File: src/hw/rtl/node_to_extended_center_average_core_assert.svh
// Assertion macros shared by the node-to-extended-center averager RTL.
// Define ASSERT_OFF to compile every check away.
`ifndef NODE_TO_EXTENDED_CENTER_AVERAGE_CORE_ASSERT_SVH
`define NODE_TO_EXTENDED_CENTER_AVERAGE_CORE_ASSERT_SVH
`ifndef ASSERT_OFF
// Same-cycle implication under an active-low reset
`define NTEC_ASSERT_IMPL(label, clock, resetn, pre, post) \
    label: assert property (@(posedge clock) disable iff (!resetn) (pre) |-> (post)) \
        else $error("ntec: same-cycle check failed");
// Next-cycle implication under an active-low reset
`define NTEC_ASSERT_NEXT(label, clock, resetn, pre, post) \
    label: assert property (@(posedge clock) disable iff (!resetn) (pre) |=> (post)) \
        else $error("ntec: next-cycle check failed");
`else
`define NTEC_ASSERT_IMPL(label, clock, resetn, pre, post)
`define NTEC_ASSERT_NEXT(label, clock, resetn, pre, post)
`endif
`endif

File: src/hw/rtl/ntec_pkg.sv
// Shared constants, types and register codes of the extended-center averager.
// No dependencies; the core, fetch, sum and emit files refer to it by scoped names.
package ntec_pkg;

    // Grid limits and sample width
    localparam int MAX_I       = 64;
    localparam int MAX_J       = 64;
    localparam int MAX_K       = 64;
    localparam int VALUE_WIDTH = 32;

    // Count registers and output coordinates are 7 bits wide
    localparam int CNT_W       = 7;
    localparam int RESET_COUNT = 64;

    localparam int POS_I_W     = $clog2(MAX_I);
    localparam int POS_J_W     = $clog2(MAX_J);
    localparam int POS_K_W     = $clog2(MAX_K);
    localparam int ADDR_W      = POS_I_W + POS_J_W;
    localparam int PLANE_DEPTH = 1 << ADDR_W;

    // Growth of the partial sums through the adder pipeline
    localparam int PAIR_W = VALUE_WIDTH + 1;
    localparam int QUAD_W = VALUE_WIDTH + 2;
    localparam int OCT_W  = VALUE_WIDTH + 3;

    // Number of candidate averages per node (lower-neighbor choice per axis)
    localparam int NUM_AVG = 8;

    // Configuration register indexes
    localparam int CFG_IDX_W = 2;
    localparam logic [CFG_IDX_W-1:0] REG_COUNT_I = 2'd0;
    localparam logic [CFG_IDX_W-1:0] REG_COUNT_J = 2'd1;
    localparam logic [CFG_IDX_W-1:0] REG_COUNT_K = 2'd2;

    typedef logic signed [VALUE_WIDTH-1:0] value_t;
    typedef logic [CNT_W-1:0]              count_t;

    // Position of a node and whether it is the last along each axis
    typedef struct packed {
        logic [POS_I_W-1:0] pos_i;
        logic [POS_J_W-1:0] pos_j;
        logic [POS_K_W-1:0] pos_k;
        logic               last_i;
        logic               last_j;
        logic               last_k;
    } node_meta_t;

    // The eight nodes around a node: west is i-1, north is j-1, back is k-1
    typedef struct packed {
        value_t cur;
        value_t west;
        value_t north;
        value_t north_west;
        value_t back;
        value_t back_west;
        value_t back_north;
        value_t back_north_west;
    } nbr_set_t;

endpackage

File: src/hw/rtl/ntec_emit.sv
// Result sequencer: walks the 1, 2, 4 or 8 extended points of a node into the
// output register, k outer, then j, i inner. Depends on ntec_pkg and the macros.
`include "node_to_extended_center_average_core_assert.svh"

module ntec_emit (
    input  logic                  clk,
    input  logic                  rst_n,
    input  logic                  sum_valid,
    output logic                  sum_take,
    input  ntec_pkg::value_t      avg [ntec_pkg::NUM_AVG],
    input  ntec_pkg::node_meta_t  sum_meta,
    output logic                  out_valid,
    input  logic                  out_ready,
    output ntec_pkg::count_t      ext_i,
    output ntec_pkg::count_t      ext_j,
    output ntec_pkg::count_t      ext_k,
    output ntec_pkg::value_t      center_value,
    output logic                  last_of_run,
    output logic                  volume_done
);

    logic              isel_reg;
    logic              jsel_reg;
    logic              ksel_reg;
    logic              isel_next;
    logic              jsel_next;
    logic              ksel_next;

    logic              load_out;
    logic              run_end;
    logic              use_west;
    logic              use_north;
    logic              use_back;

    logic              out_valid_reg;
    ntec_pkg::count_t  ext_i_reg;
    ntec_pkg::count_t  ext_j_reg;
    ntec_pkg::count_t  ext_k_reg;
    ntec_pkg::value_t  center_value_reg;
    logic              last_of_run_reg;
    logic              volume_done_reg;

    assign load_out = sum_valid && (!out_valid_reg || out_ready);
    assign run_end  = (isel_reg == sum_meta.last_i) && (jsel_reg == sum_meta.last_j)
                   && (ksel_reg == sum_meta.last_k);
    assign sum_take = load_out && run_end;

    // The point on the node's own index draws on the lower node unless at zero
    assign use_west  = !isel_reg && (sum_meta.pos_i != '0);
    assign use_north = !jsel_reg && (sum_meta.pos_j != '0);
    assign use_back  = !ksel_reg && (sum_meta.pos_k != '0);

    // Step to the next extended point of this node, or back to the first at the run end
    always_comb
    begin
        isel_next = isel_reg;
        jsel_next = jsel_reg;
        ksel_next = ksel_reg;
        priority if (run_end)
        begin
            isel_next = 1'b0;
            jsel_next = 1'b0;
            ksel_next = 1'b0;
        end
        else if (sum_meta.last_i && !isel_reg)
        begin
            isel_next = 1'b1;
        end
        else if (sum_meta.last_j && !jsel_reg)
        begin
            isel_next = 1'b0;
            jsel_next = 1'b1;
        end
        else
        begin
            isel_next = 1'b0;
            jsel_next = 1'b0;
            ksel_next = 1'b1;
        end
    end

    // Sequencer and output valid
    always_ff @(posedge clk or negedge rst_n)
    begin
        if (!rst_n)
        begin
            isel_reg      <= 1'b0;
            jsel_reg      <= 1'b0;
            ksel_reg      <= 1'b0;
            out_valid_reg <= 1'b0;
        end
        else
        begin
            if (load_out)
            begin
                isel_reg <= isel_next;
                jsel_reg <= jsel_next;
                ksel_reg <= ksel_next;
            end
            if (load_out)
            begin
                out_valid_reg <= 1'b1;
            end
            else if (out_ready)
            begin
                out_valid_reg <= 1'b0;
            end
        end
    end

    // Output payload
    always_ff @(posedge clk)
    begin
        if (load_out)
        begin
            ext_i_reg        <= ntec_pkg::CNT_W'(sum_meta.pos_i) + ntec_pkg::CNT_W'(isel_reg);
            ext_j_reg        <= ntec_pkg::CNT_W'(sum_meta.pos_j) + ntec_pkg::CNT_W'(jsel_reg);
            ext_k_reg        <= ntec_pkg::CNT_W'(sum_meta.pos_k) + ntec_pkg::CNT_W'(ksel_reg);
            center_value_reg <= avg[{use_back, use_north, use_west}];
            last_of_run_reg  <= run_end;
            volume_done_reg  <= run_end && sum_meta.last_i && sum_meta.last_j
                                && sum_meta.last_k;
        end
    end

    assign out_valid    = out_valid_reg;
    assign ext_i        = ext_i_reg;
    assign ext_j        = ext_j_reg;
    assign ext_k        = ext_k_reg;
    assign center_value = center_value_reg;
    assign last_of_run  = last_of_run_reg;
    assign volume_done  = volume_done_reg;

    `NTEC_ASSERT_IMPL(a_isel_only_on_last_i, clk, rst_n, sum_valid && isel_reg,
        sum_meta.last_i)
    `NTEC_ASSERT_IMPL(a_done_ends_run, clk, rst_n, out_valid_reg && volume_done_reg,
        last_of_run_reg)

endmodule
File: config.mk
export PLATFORM = sky130hd
export DESIGN_NAME = ntec_emit
export DESIGN_NICKNAME = d
export VERILOG_FILES = /design/src/hw/rtl/ntec_pkg.sv /design/src/hw/rtl/ntec_emit.sv
export VERILOG_INCLUDE_DIRS = /design/src /design/src/hw/rtl
export SDC_FILE = /design/constraint.sdc
export NUM_CORES = 1
export LEC_CHECK = 0
export BUFFER_PORTS_ARGS = -buffer_cell sky130_fd_sc_hd__buf_2
export CAP_MARGIN = 20
export CORE_AREA = 2 2 131 133
export CTS_BUF_LIST = sky130_fd_sc_hd__clkbuf_16
export DETAILED_ROUTE_END_ITERATION = 8
export DIE_AREA = 0 0 133 135
export GPL_TIMING_DRIVEN = 1
export PLACE_DENSITY = 0.62
export SETUP_SLACK_MARGIN = 0.15
export SKIP_LAST_GASP = 1
export SYNTH_ARGS = -nofsm -noshare
export SYNTH_HDL_FRONTEND = slang
export SYNTH_SLANG_ARGS = --single-unit
File: constraint.sdc
create_clock -name clk -period 2.4 [get_ports clk]
set_clock_uncertainty 0.1 [all_clocks]
set_input_delay 0 -clock clk [delete_from_list [all_inputs] [get_ports clk]]
set_output_delay 0 -clock clk [all_outputs]
set_load 0.1 [all_outputs]
==> impl_metrics.tcl, run 1 <==
set metrics [dict create \
    min_to "ext_j[3]" \
    clkSlewWorstSetupHoldPaths_ns 0.05 \
    die_w_um 133 \
    relSlewSlack_pct 30.1 \
    ant_nets 0 \
    r2r_cells 6 \
    grt_pass1_wl_um 23700 \
    setup_tns_ns 0 \
    core_um2 16400 \
    vdd_drop_max_mv 0.404 \
    power_density_nw_per_um2 1000 \
    rows 47 \
    yosysSeqAreaShare_pct 36.6 \
    synth_seq_cells 59 \
    vias 4438 \
    post-route-util_pct 44.2 \
    dp_hpwl_um 12600 \
    drtPass1Iterations 4 \
    finalCritPeriodShare_pct 88.7 \
    synth_area_um2 4790 \
    worst_pin_slew_ns 1.05 \
    yosysTopAreaCell "edfxtp_1" \
    min_from "sum_meta[10]" \
    wl_per_cell_um 17.5 \
    grt_pass1_vias 4849 \
    clock_latency_ns 0.33 \
    cts.sinks 59 \
    synthesis.nets 635 \
    finalWeightedCongestion 0.860 \
    die_y_um 135 \
    antenna_found_initial 1 \
    hold_depth 3 \
    netlist_instances 346 \
    die_area_um2 18000 \
    status "completed" \
    ios 338 \
    post_cts_buffers 0 \
    synth_warnings 0 \
    vias_per_cell 4.75 \
    worstPathRequired_ns 2.33 \
    cts_root_buffer "clkbuf_16" \
    fmax_ghz 0.470 \
    avgSynthCellArea_um2 13.8 \
    finalHoldViolCount 0 \
    initial_utilization_pct 29.2 \
    io_buffers 337 \
    critPathLaunchType "input port" \
    totalWireLength_um 16300 \
    final_layout_size_suffix_gt1_share_pct 70.1 \
    htree_levels 3 \
    synth_top_area_share_pct 34.5 \
    synth_cell_types 31 \
    power_mw 7.29 \
    max_stage_delay_ns 0.55 \
    gr-total-overflow 0 \
    min_period_ns 2.13 \
    rrSetupSlack_ns 0.32 \
    grt_max_degree 65 \
    drv_cap 0 \
    nFillCells 1573 \
    slowest_stage "dlygate4sd3_1" \
    rr_startpoint "ksel_reg" \
    power.leakage_nw 3.53 \
    rsz0062_at_grt "false" \
    postCtsResizedCells 0 \
    setup_viol 0 \
    clockBufferDepth 2 \
    cts_tree "done" \
    numCtsBuffers 9 \
    criticalPathCategory "in -> reg" \
    area_growth_pct 51.4 \
    drv_slew 0 \
    path_max_fanout 64 \
    initialDrtViolationCount 110 \
    largest_reg_flops 32 \
    grt_util_all_layers_pct 16.9 \
    remaining_drc_errors 0 \
    r2r-end "ext_k[4]" \
    endpoint_kind "flop" \
    worst_ep_arrival_time_ns 2.06 \
    nets 997 \
    path_cells "dlygate4sd3_1 > buf_2 > nor4_2 > a21oi_4 > buf_12 > mux2_1 > o22ai_1 > a221oi_2" \
    hold_path_class "in -> reg" \
    synth_area_leaders "edfxtp_1, mux2i_1, a221oi_2, mux2_4, o22ai_2" \
]
==> cell usage in the layout (no fill, tap or decap), types with 4 or more instances in the layout <==
master / netlist / layout
and3_1: 5 / 5
dlygate4sd3_1: 0 / 24
inv_1: 4 / 4
xnor2_1: 10 / 10
nand3_1: 12 / 12
clkbuf_16: 0 / 9
edfxtp_1: 55 / 55
buf_2: 13 / 337
mux2_4: 30 / 30
nor2_1: 8 / 5
mux2_2: 32 / 32
o22ai_2: 29 / 29
ha_1: 8 / 8
buf_4: 0 / 12
a221oi_2: 31 / 31
mux2i_1: 64 / 64
==> power by group <==
part,leakage [nW],internal (mW),switching (mW)
Combinational,2.80,1.48,2.89
Clock,0.157,0.905,0.470
Sequential,0.567,1.47,0.0666
Total,3.53,3.86,3.43
==> Yosys cell counts, drive strengths merged <==
| library cell | instances |
|---|---|
| a21oi | 4 |
| o22ai | 32 |
| nor4 | 3 |
| nor3 | 1 |
| o32a | 1 |
| a21o | 1 |
| nor2 | 8 |
| mux2 | 64 |
| nand2b | 2 |
| a221oi | 32 |
| xor2 | 3 |
| nand2 | 5 |
| ha | 8 |
| o21ai | 2 |
| buf | 26 |
| edfxtp | 55 |
| nand3 | 12 |
| xnor2 | 10 |
| inv | 4 |
| mux2i | 64 |
| and3 | 5 |
| dfrtp | 4 |
==> kinds of logic after synthesis <==
group,count (synthesis),synth area share [%]
AO/OA/AOI/OAI,72,18.9
adder cells (fa/ha/maj),8,2.09
XOR/XNOR,13,2.38
AND/OR/NAND/NOR,36,3.94
buffers and inverters,30,5.35
multiplexers,128,30.8
flip-flops,59,36.6
==> per-stage QoR <==
stage	worst slack [ns]	cells	instance area, um2	hold WS (ns)
final	0.270	934	7250	0.00904
after floorplan	0.148	346	4800	-0.396
after CTS	0.179	931	7240	0.00521
after global routing	0.181	934	7250	0.00553
after detailed placement	0.0524	891	6680	-0.279
after global placement	0.0823	891	6680	-0.281
==> cell type report <==
type / instances / area, um2 / share of cell area [%]
multi-input combinational: 259 / 2830 / 39.0
tap: 220 / 275 / 3.79
antenna: 1 / 2.50 / 0.0345
inverter: 4 / 18.8 / 0.259
clock inverter: 7 / 93.8 / 1.29
timing repair buffer: 375 / 2060 / 28.4
clock buffer: 9 / 225 / 3.10
sequential: 59 / 1760 / 24.2
==> worst max-delay path, delay by kind of cell <==
family | cells | cell delay, ns
AOI/OAI and AO/OA | 3 | 0.33
and+or+nand+nor | 1 | 0.36
muxes | 1 | 0.40
buffers and inverters | 3 | 0.93
==> per-layer routing <==
layer / global-route usage (%) / share of wire (%) / wire length [um] / up-vias
met3: 3.60 / 6.3 / 1030 / 21
li1: - / - / - / 2138
met1: 18.7 / 39 / 6410 / 2068
met4: 6.99 / 2.0 / 326 / 0
met5: 0 / 0 / 0 / -
met2: 31.4 / 52 / 8540 / 211
==> repair_timing <==
item,CTS,global route
hold buffers,24,0
setup endpoints to repair,0,11
endpoints found under the hold margin,25,0
==> how the worst max path moves through the flow <==
stage	from	end
2_1_floorplan	out_valid	isel_reg
3_3_place_gp	sum_meta[5]	center_value[20]
3_5_place_dp	sum_meta[5]	center_value[20]
4_1_cts	jsel_reg	center_value[11]
5_1_grt	sum_meta[19]	center_value[30]
6_report	sum_meta[19]	center_value[30]
(Power assumes the default switching activity.)
==> inputs of run 2 (changes only) <==
--- a/config.mk
+++ b/config.mk
@@ -9,7 +9,6 @@
 export BUFFER_PORTS_ARGS = -buffer_cell sky130_fd_sc_hd__buf_2
 export CAP_MARGIN = 20
 export CORE_AREA = 2 2 131 133
-export CTS_BUF_LIST = sky130_fd_sc_hd__clkbuf_16
 export DETAILED_ROUTE_END_ITERATION = 8
 export DIE_AREA = 0 0 133 135
 export GPL_TIMING_DRIVEN = 1
==> run 2 against run 1 <==
Register-to-register slack about the same. Sequential share of layout area unchanged. Via count about the same. Clock power about the same. Core utilization unchanged. Largest cell class unchanged. Flip-flop and latch count unchanged. Critical path type unchanged. Cell count unchanged. Wire length about the same. Global-route usage unchanged. Largest power group unchanged. Worst setup slack about the same. Final area unchanged.
==> impl_metrics.tcl, run 2 (synthesis gave the netlist of run 1 again) <==
set metrics [dict create \
    wl_per_cell_um 17.5 \
    wl_met3_um 1040 \
    placed_area_um2 6680 \
    post_cts_buffers 0 \
    critPathLaunchType "input port" \
    worstPathRequired_ns 2.33 \
    largest_reg_flops 32 \
    setup_viol 0 \
    cts_root_buffer "clkbuf_16" \
    finalWeightedCongestion 0.860 \
    final_layout_size_suffix_gt1_share_pct 70.1 \
    die_y_um 135 \
    antenna_found_initial 1 \
    totalWireLength_um 16300 \
    finalCritPeriodShare_pct 88.7 \
    drtPass1Iterations 4 \
    clkSlewWorstSetupHoldPaths_ns 0.05 \
    slowest_stage "dlygate4sd3_1" \
    wl_met1_um 6390 \
    highest_layer "met4" \
    gr-total-overflow 0 \
    endpoint_kind "flop" \
    power_mw 7.29 \
    worst_pin_slew_ns 1.05 \
    grt_util_all_layers_pct 16.9 \
    power.leakage_nw 3.52 \
    grt_max_degree 65 \
    initial_utilization_pct 29.2 \
    grt_pass1_vias 4849 \
    dpl.cell_count 891 \
    postCtsResizedCells 0 \
    cts_tree "done" \
    drv_cap 0 \
    area_growth_pct 51.4 \
    path_max_fanout 64 \
    clockBufferDepth 2 \
    stdcell_area_um2 7250 \
    min_period_ns 2.13 \
    vias_per_cell 4.75 \
    grt_pass1_wl_um 23700 \
    route.met2.wl_um 8540 \
    r2r_cells 6 \
    hold_path_class "in -> reg" \
    relSlewSlack_pct 30.0 \
    final_cell_mix "buf_2, mux2i_1, edfxtp_1, mux2_2, a221oi_2" \
    die_w_um 133 \
    numCtsBuffers 9 \
    cts.sinks 59 \
    setup_tns_ns 0 \
    ant_nets 0 \
    htree_levels 3 \
    vias 4439 \
    clock_latency_ns 0.33 \
    dp_hpwl_um 12600 \
    ios 338 \
    fmax_ghz 0.470 \
    layout_commonest_cell "buf_2" \
    nets 997 \
    max_stage_delay_ns 0.55 \
    worst_ep_arrival_time_ns 2.06 \
    status "completed" \
    nFillCells 1573 \
    rows 47 \
    power_density_nw_per_um2 1010 \
    fin_cells 934 \
    drv_slew 0 \
    core_um2 16400 \
    remaining_drc_errors 0 \
    path_cells "dlygate4sd3_1 > buf_2 > nor4_2 > a21oi_4 > buf_12 > mux2_1 > o22ai_1 > a221oi_2" \
    vdd_drop_max_mv 0.404 \
    io_buffers 337 \
    rsz0062_at_grt "false" \
    die_area_um2 18000 \
    finalHoldViolCount 0 \
    criticalPathCategory "in -> reg" \
    hold_depth 3 \
    initialDrtViolationCount 111 \
]
[run 2: through the flow]
step | utilization (%) | hold WS, ns | setup slack [ns]
after floorplan | - | -0.396 | 0.148
after global placement | 40.7 | -0.281 | 0.0823
after detailed placement | 40.7 | -0.279 | 0.0524
after CTS | 44.1 | 0.00548 | 0.179
after global routing | 44.2 | 0.00560 | 0.181
final | 44.2 | 0.00912 | 0.270
[run 2: final cells by class]
cell class                      instances  area, um2  area share, %
Clock buffer                           10        229           3.16
Clock inverter                          6       90.1           1.24
Sequential cell                        59       1760           24.2
Tap cell                              220        275           3.79
Multi-Input combinational cell        259       2830           39.0
Timing Repair Buffer                  375       2060           28.4
Inverter                                4       18.8          0.259
Antenna cell                            1       2.50         0.0345
[run 2: report_power, final]
| group | switching, mW | internal, mW | leakage [nW] |
|---|---|---|---|
| clock | 0.470 | 0.910 | 0.153 |
| combinational | 2.89 | 1.48 | 2.80 |
| sequential | 0.0664 | 1.47 | 0.567 |
[run 2: path summary, 6_finish.rpt]
kind                         startpoint          endpoint  slack, ns
min in group asynchronous         rst_n          ksel_reg       0.50
max in group asynchronous         rst_n         out_valid       1.49
setup reg to reg               ksel_reg          ext_k[4]       0.32
setup / recovery           sum_meta[19]  center_value[30]       0.27
hold / removal             sum_meta[10]          ext_j[3]      0.009
hold reg to reg                jsel_reg          ext_j[0]       0.54
[run 2: worst max-delay path: cells and delay by family]
| family | cells | cell delay, ns |
|---|---|---|
| buffers and inverters | 3 | 0.93 |
| and+or+nand+nor | 1 | 0.36 |
| AOI/OAI and AO/OA | 3 | 0.33 |
| muxes | 1 | 0.40 |
[run 2: timing repair]
| item | 4_1_cts | 5_1_grt |
|---|---|---|
| hold buffers | 24 | 0 |
| endpoints found under the setup margin | 0 | 11 |
| hold endpoints to repair | 25 | 0 |
[run 2: per-layer routing]
| layer | GRT usage, % | up-vias |
|---|---|---|
| met4 | 6.99 | 0 |
| li1 | - | 2138 |
| met1 | 18.7 | 2069 |
| met5 | 0 | - |
| met2 | 31.4 | 211 |
| met3 | 3.60 | 21 |
==> inputs of run 3 (changes only) <==
--- a/config.mk
+++ b/config.mk
@@ -13,6 +13,7 @@
 export DIE_AREA = 0 0 133 135
 export GPL_TIMING_DRIVEN = 1
 export PLACE_DENSITY = 0.62
+export RECOVER_POWER = 100
 export SETUP_SLACK_MARGIN = 0.15
 export SKIP_LAST_GASP = 1
 export SYNTH_ARGS = -nofsm -noshare
==> run 3 against run 2 <==
Flip-flop and latch count unchanged. Wire length is 0.58% higher. Final area is 2.2% lower. Core utilization is 0.98 points lower. Global-route usage unchanged. Critical path type is now reg -> reg. Largest cell class unchanged. Highest routed layer unchanged.
==> impl_metrics.tcl, run 3 (synthesis gave the netlist of run 1 again) <==
set metrics [dict create \
    rsz0062_at_grt "false" \
    nets 997 \
    ant_nets 0 \
    relSlewSlack_pct 12.9 \
    r2r_cells 6 \
    largest_reg_flops 32 \
    holdWs_ns 0.00814 \
    dp_hpwl_um 12600 \
    io_buffers 337 \
    htree_levels 3 \
    vias 4451 \
    max_stage_delay_ns 0.54 \
    internal_power_mw 3.75 \
    core_um2 16400 \
    finalHoldViolCount 0 \
    worst_ep_arrival_time_ns 2.14 \
    crit_top_cell "ha_1" \
    hold_depth 3 \
    initialDrtViolationCount 120 \
    fmax_ghz 0.463 \
    grt_max_degree 65 \
    clock_latency_ns 0.33 \
    antenna_found_initial 1 \
    worstPathRequired_ns 2.38 \
    gr-total-overflow 0 \
    comb_power_share_pct 59.1 \
    sequentialPowerShare_pct 21.6 \
    path_max_fanout 3 \
    remaining_drc_errors 0 \
    rows 47 \
    nFillCells 1613 \
    worst_pin_slew_ns 1.31 \
    clkSlewWorstSetupHoldPaths_ns 0.05 \
    setup_tns_ns 0 \
    grt_pass1_wl_um 23700 \
    fin_cells 934 \
    placed_area_um2 6680 \
    path_cells "clkbuf_1 > ha_1 > ha_1 > nand3_1 > xnor2_1 > dlygate4sd3_1" \
    criticalPathCategory "reg -> reg" \
    drv_slew 0 \
    rr_startpoint "ksel_reg" \
    power.leakage_nw 3.30 \
    area_growth_pct 48.0 \
    min_period_ns 2.16 \
    drtPass1Iterations 6 \
    final_cell_mix "buf_2, mux2i_1, clkbuf_1, edfxtp_1, a221oi_2" \
    status "completed" \
    clockBufferDepth 2 \
    die_y_um 135 \
    pre_cts_ws_ns 0.0524 \
    hold_path_class "in -> reg" \
    die_w_um 133 \
    vias_per_cell 4.77 \
    fin_ws_ns 0.240 \
    min_to "ext_j[3]" \
    p_clk_share_pct 19.2 \
    dpl.cell_count 891 \
    totalWireLength_um 16400 \
    grt_util_all_layers_pct 16.9 \
    switchingPower_mw 3.41 \
    slowest_stage "dlygate4sd3_1" \
    drv_cap 0 \
    vdd_drop_max_mv 0.399 \
    power_density_nw_per_um2 1010 \
    setup_viol 0 \
    endpoint_kind "flop" \
    stdcell_area_um2 7090 \
    finalWeightedCongestion 0.860 \
    ios 338 \
    cts_tree "done" \
    die_area_um2 18000 \
    final_layout_size_suffix_gt1_share_pct 58.8 \
    min_from "sum_meta[10]" \
    cts.sinks 59 \
    rrSetupSlack_ns 0.24 \
    critPathLaunchType "flop" \
    cts_root_buffer "clkbuf_16" \
    r2r-end "ext_k[4]" \
    finalCritPeriodShare_pct 90.0 \
    numCtsBuffers 9 \
    grt_pass1_vias 4849 \
    switching_share_pct 47.6 \
    layout_commonest_cell "buf_2" \
    wl_per_cell_um 17.6 \
    initial_utilization_pct 29.2 \
    post_cts_buffers 0 \
]
## run 3: layout make-up
| type | instances | area, um2 | share of cell area (%) |
|---|---|---|---|
| inverter | 4 | 18.8 | 0.265 |
| clock inverter | 6 | 90.1 | 1.27 |
| tap | 220 | 275 | 3.88 |
| clock buffer | 10 | 229 | 3.23 |
| multi-input combinational | 259 | 2740 | 38.7 |
| timing repair buffer | 375 | 1980 | 27.9 |
| antenna | 1 | 2.50 | 0.0353 |
| sequential | 59 | 1760 | 24.7 |
## run 3: metrics by stage
stage	power (mW)	utilization, %
2_1_floorplan	5.06	-
3_3_place_gp	5.77	40.7
3_5_place_dp	5.85	40.7
4_1_cts	7.29	44.1
5_1_grt	7.50	43.2
6_report	7.16	43.2
## run 3: worst max path at each step
stage | cells after the start | start | slack (ns) | endpoint
2_1_floorplan | 5 | out_valid | 0.15 | isel_reg
3_3_place_gp | 7 | sum_meta[5] | 0.08 | center_value[20]
3_5_place_dp | 7 | sum_meta[5] | 0.05 | center_value[20]
4_1_cts | 4 | jsel_reg | 0.18 | center_value[11]
5_1_grt | 6 | ksel_reg | 0.16 | ext_k[4]
6_report | 6 | ksel_reg | 0.24 | ext_k[4]
## run 3: worst max-delay path, delay by kind of cell (launching register included)
kind | cells | cell delay, ns
XOR/XNOR | 1 | 0.13
buffers and inverters | 2 | 0.73
flip-flops | 1 | 0.36
adder cells (fa/ha/maj) | 2 | 0.48
AND/OR/NAND/NOR | 1 | 0.11
## run 3: what timing repair did
| action | CTS | global route |
|---|---|---|
| endpoints found under the setup margin | 0 | 11 |
| hold endpoints to repair | 25 | 0 |
| hold buffers | 24 | 0 |
| gates resized for setup | 0 | 0 |
## run 3: power by group through the flow
stage / registers [mW] / clock network [mW] / logic, mW
2_1_floorplan: 2.93 / 0 / 2.13
3_3_place_gp: 1.55 / 0 / 4.22
5_1_grt: 1.57 / 1.47 / 4.47
4_1_cts: 1.54 / 1.41 / 4.33
3_5_place_dp: 1.56 / 0 / 4.29
6_report: 1.55 / 1.38 / 4.24
## run 3: layer usage
layer	up-vias	wire length, um	GRT usage (%)
met5	-	0	0
met4	0	309	6.99
met3	20	1110	3.60
met2	211	8520	31.4
met1	2079	6450	18.7
li1	2141	-	-
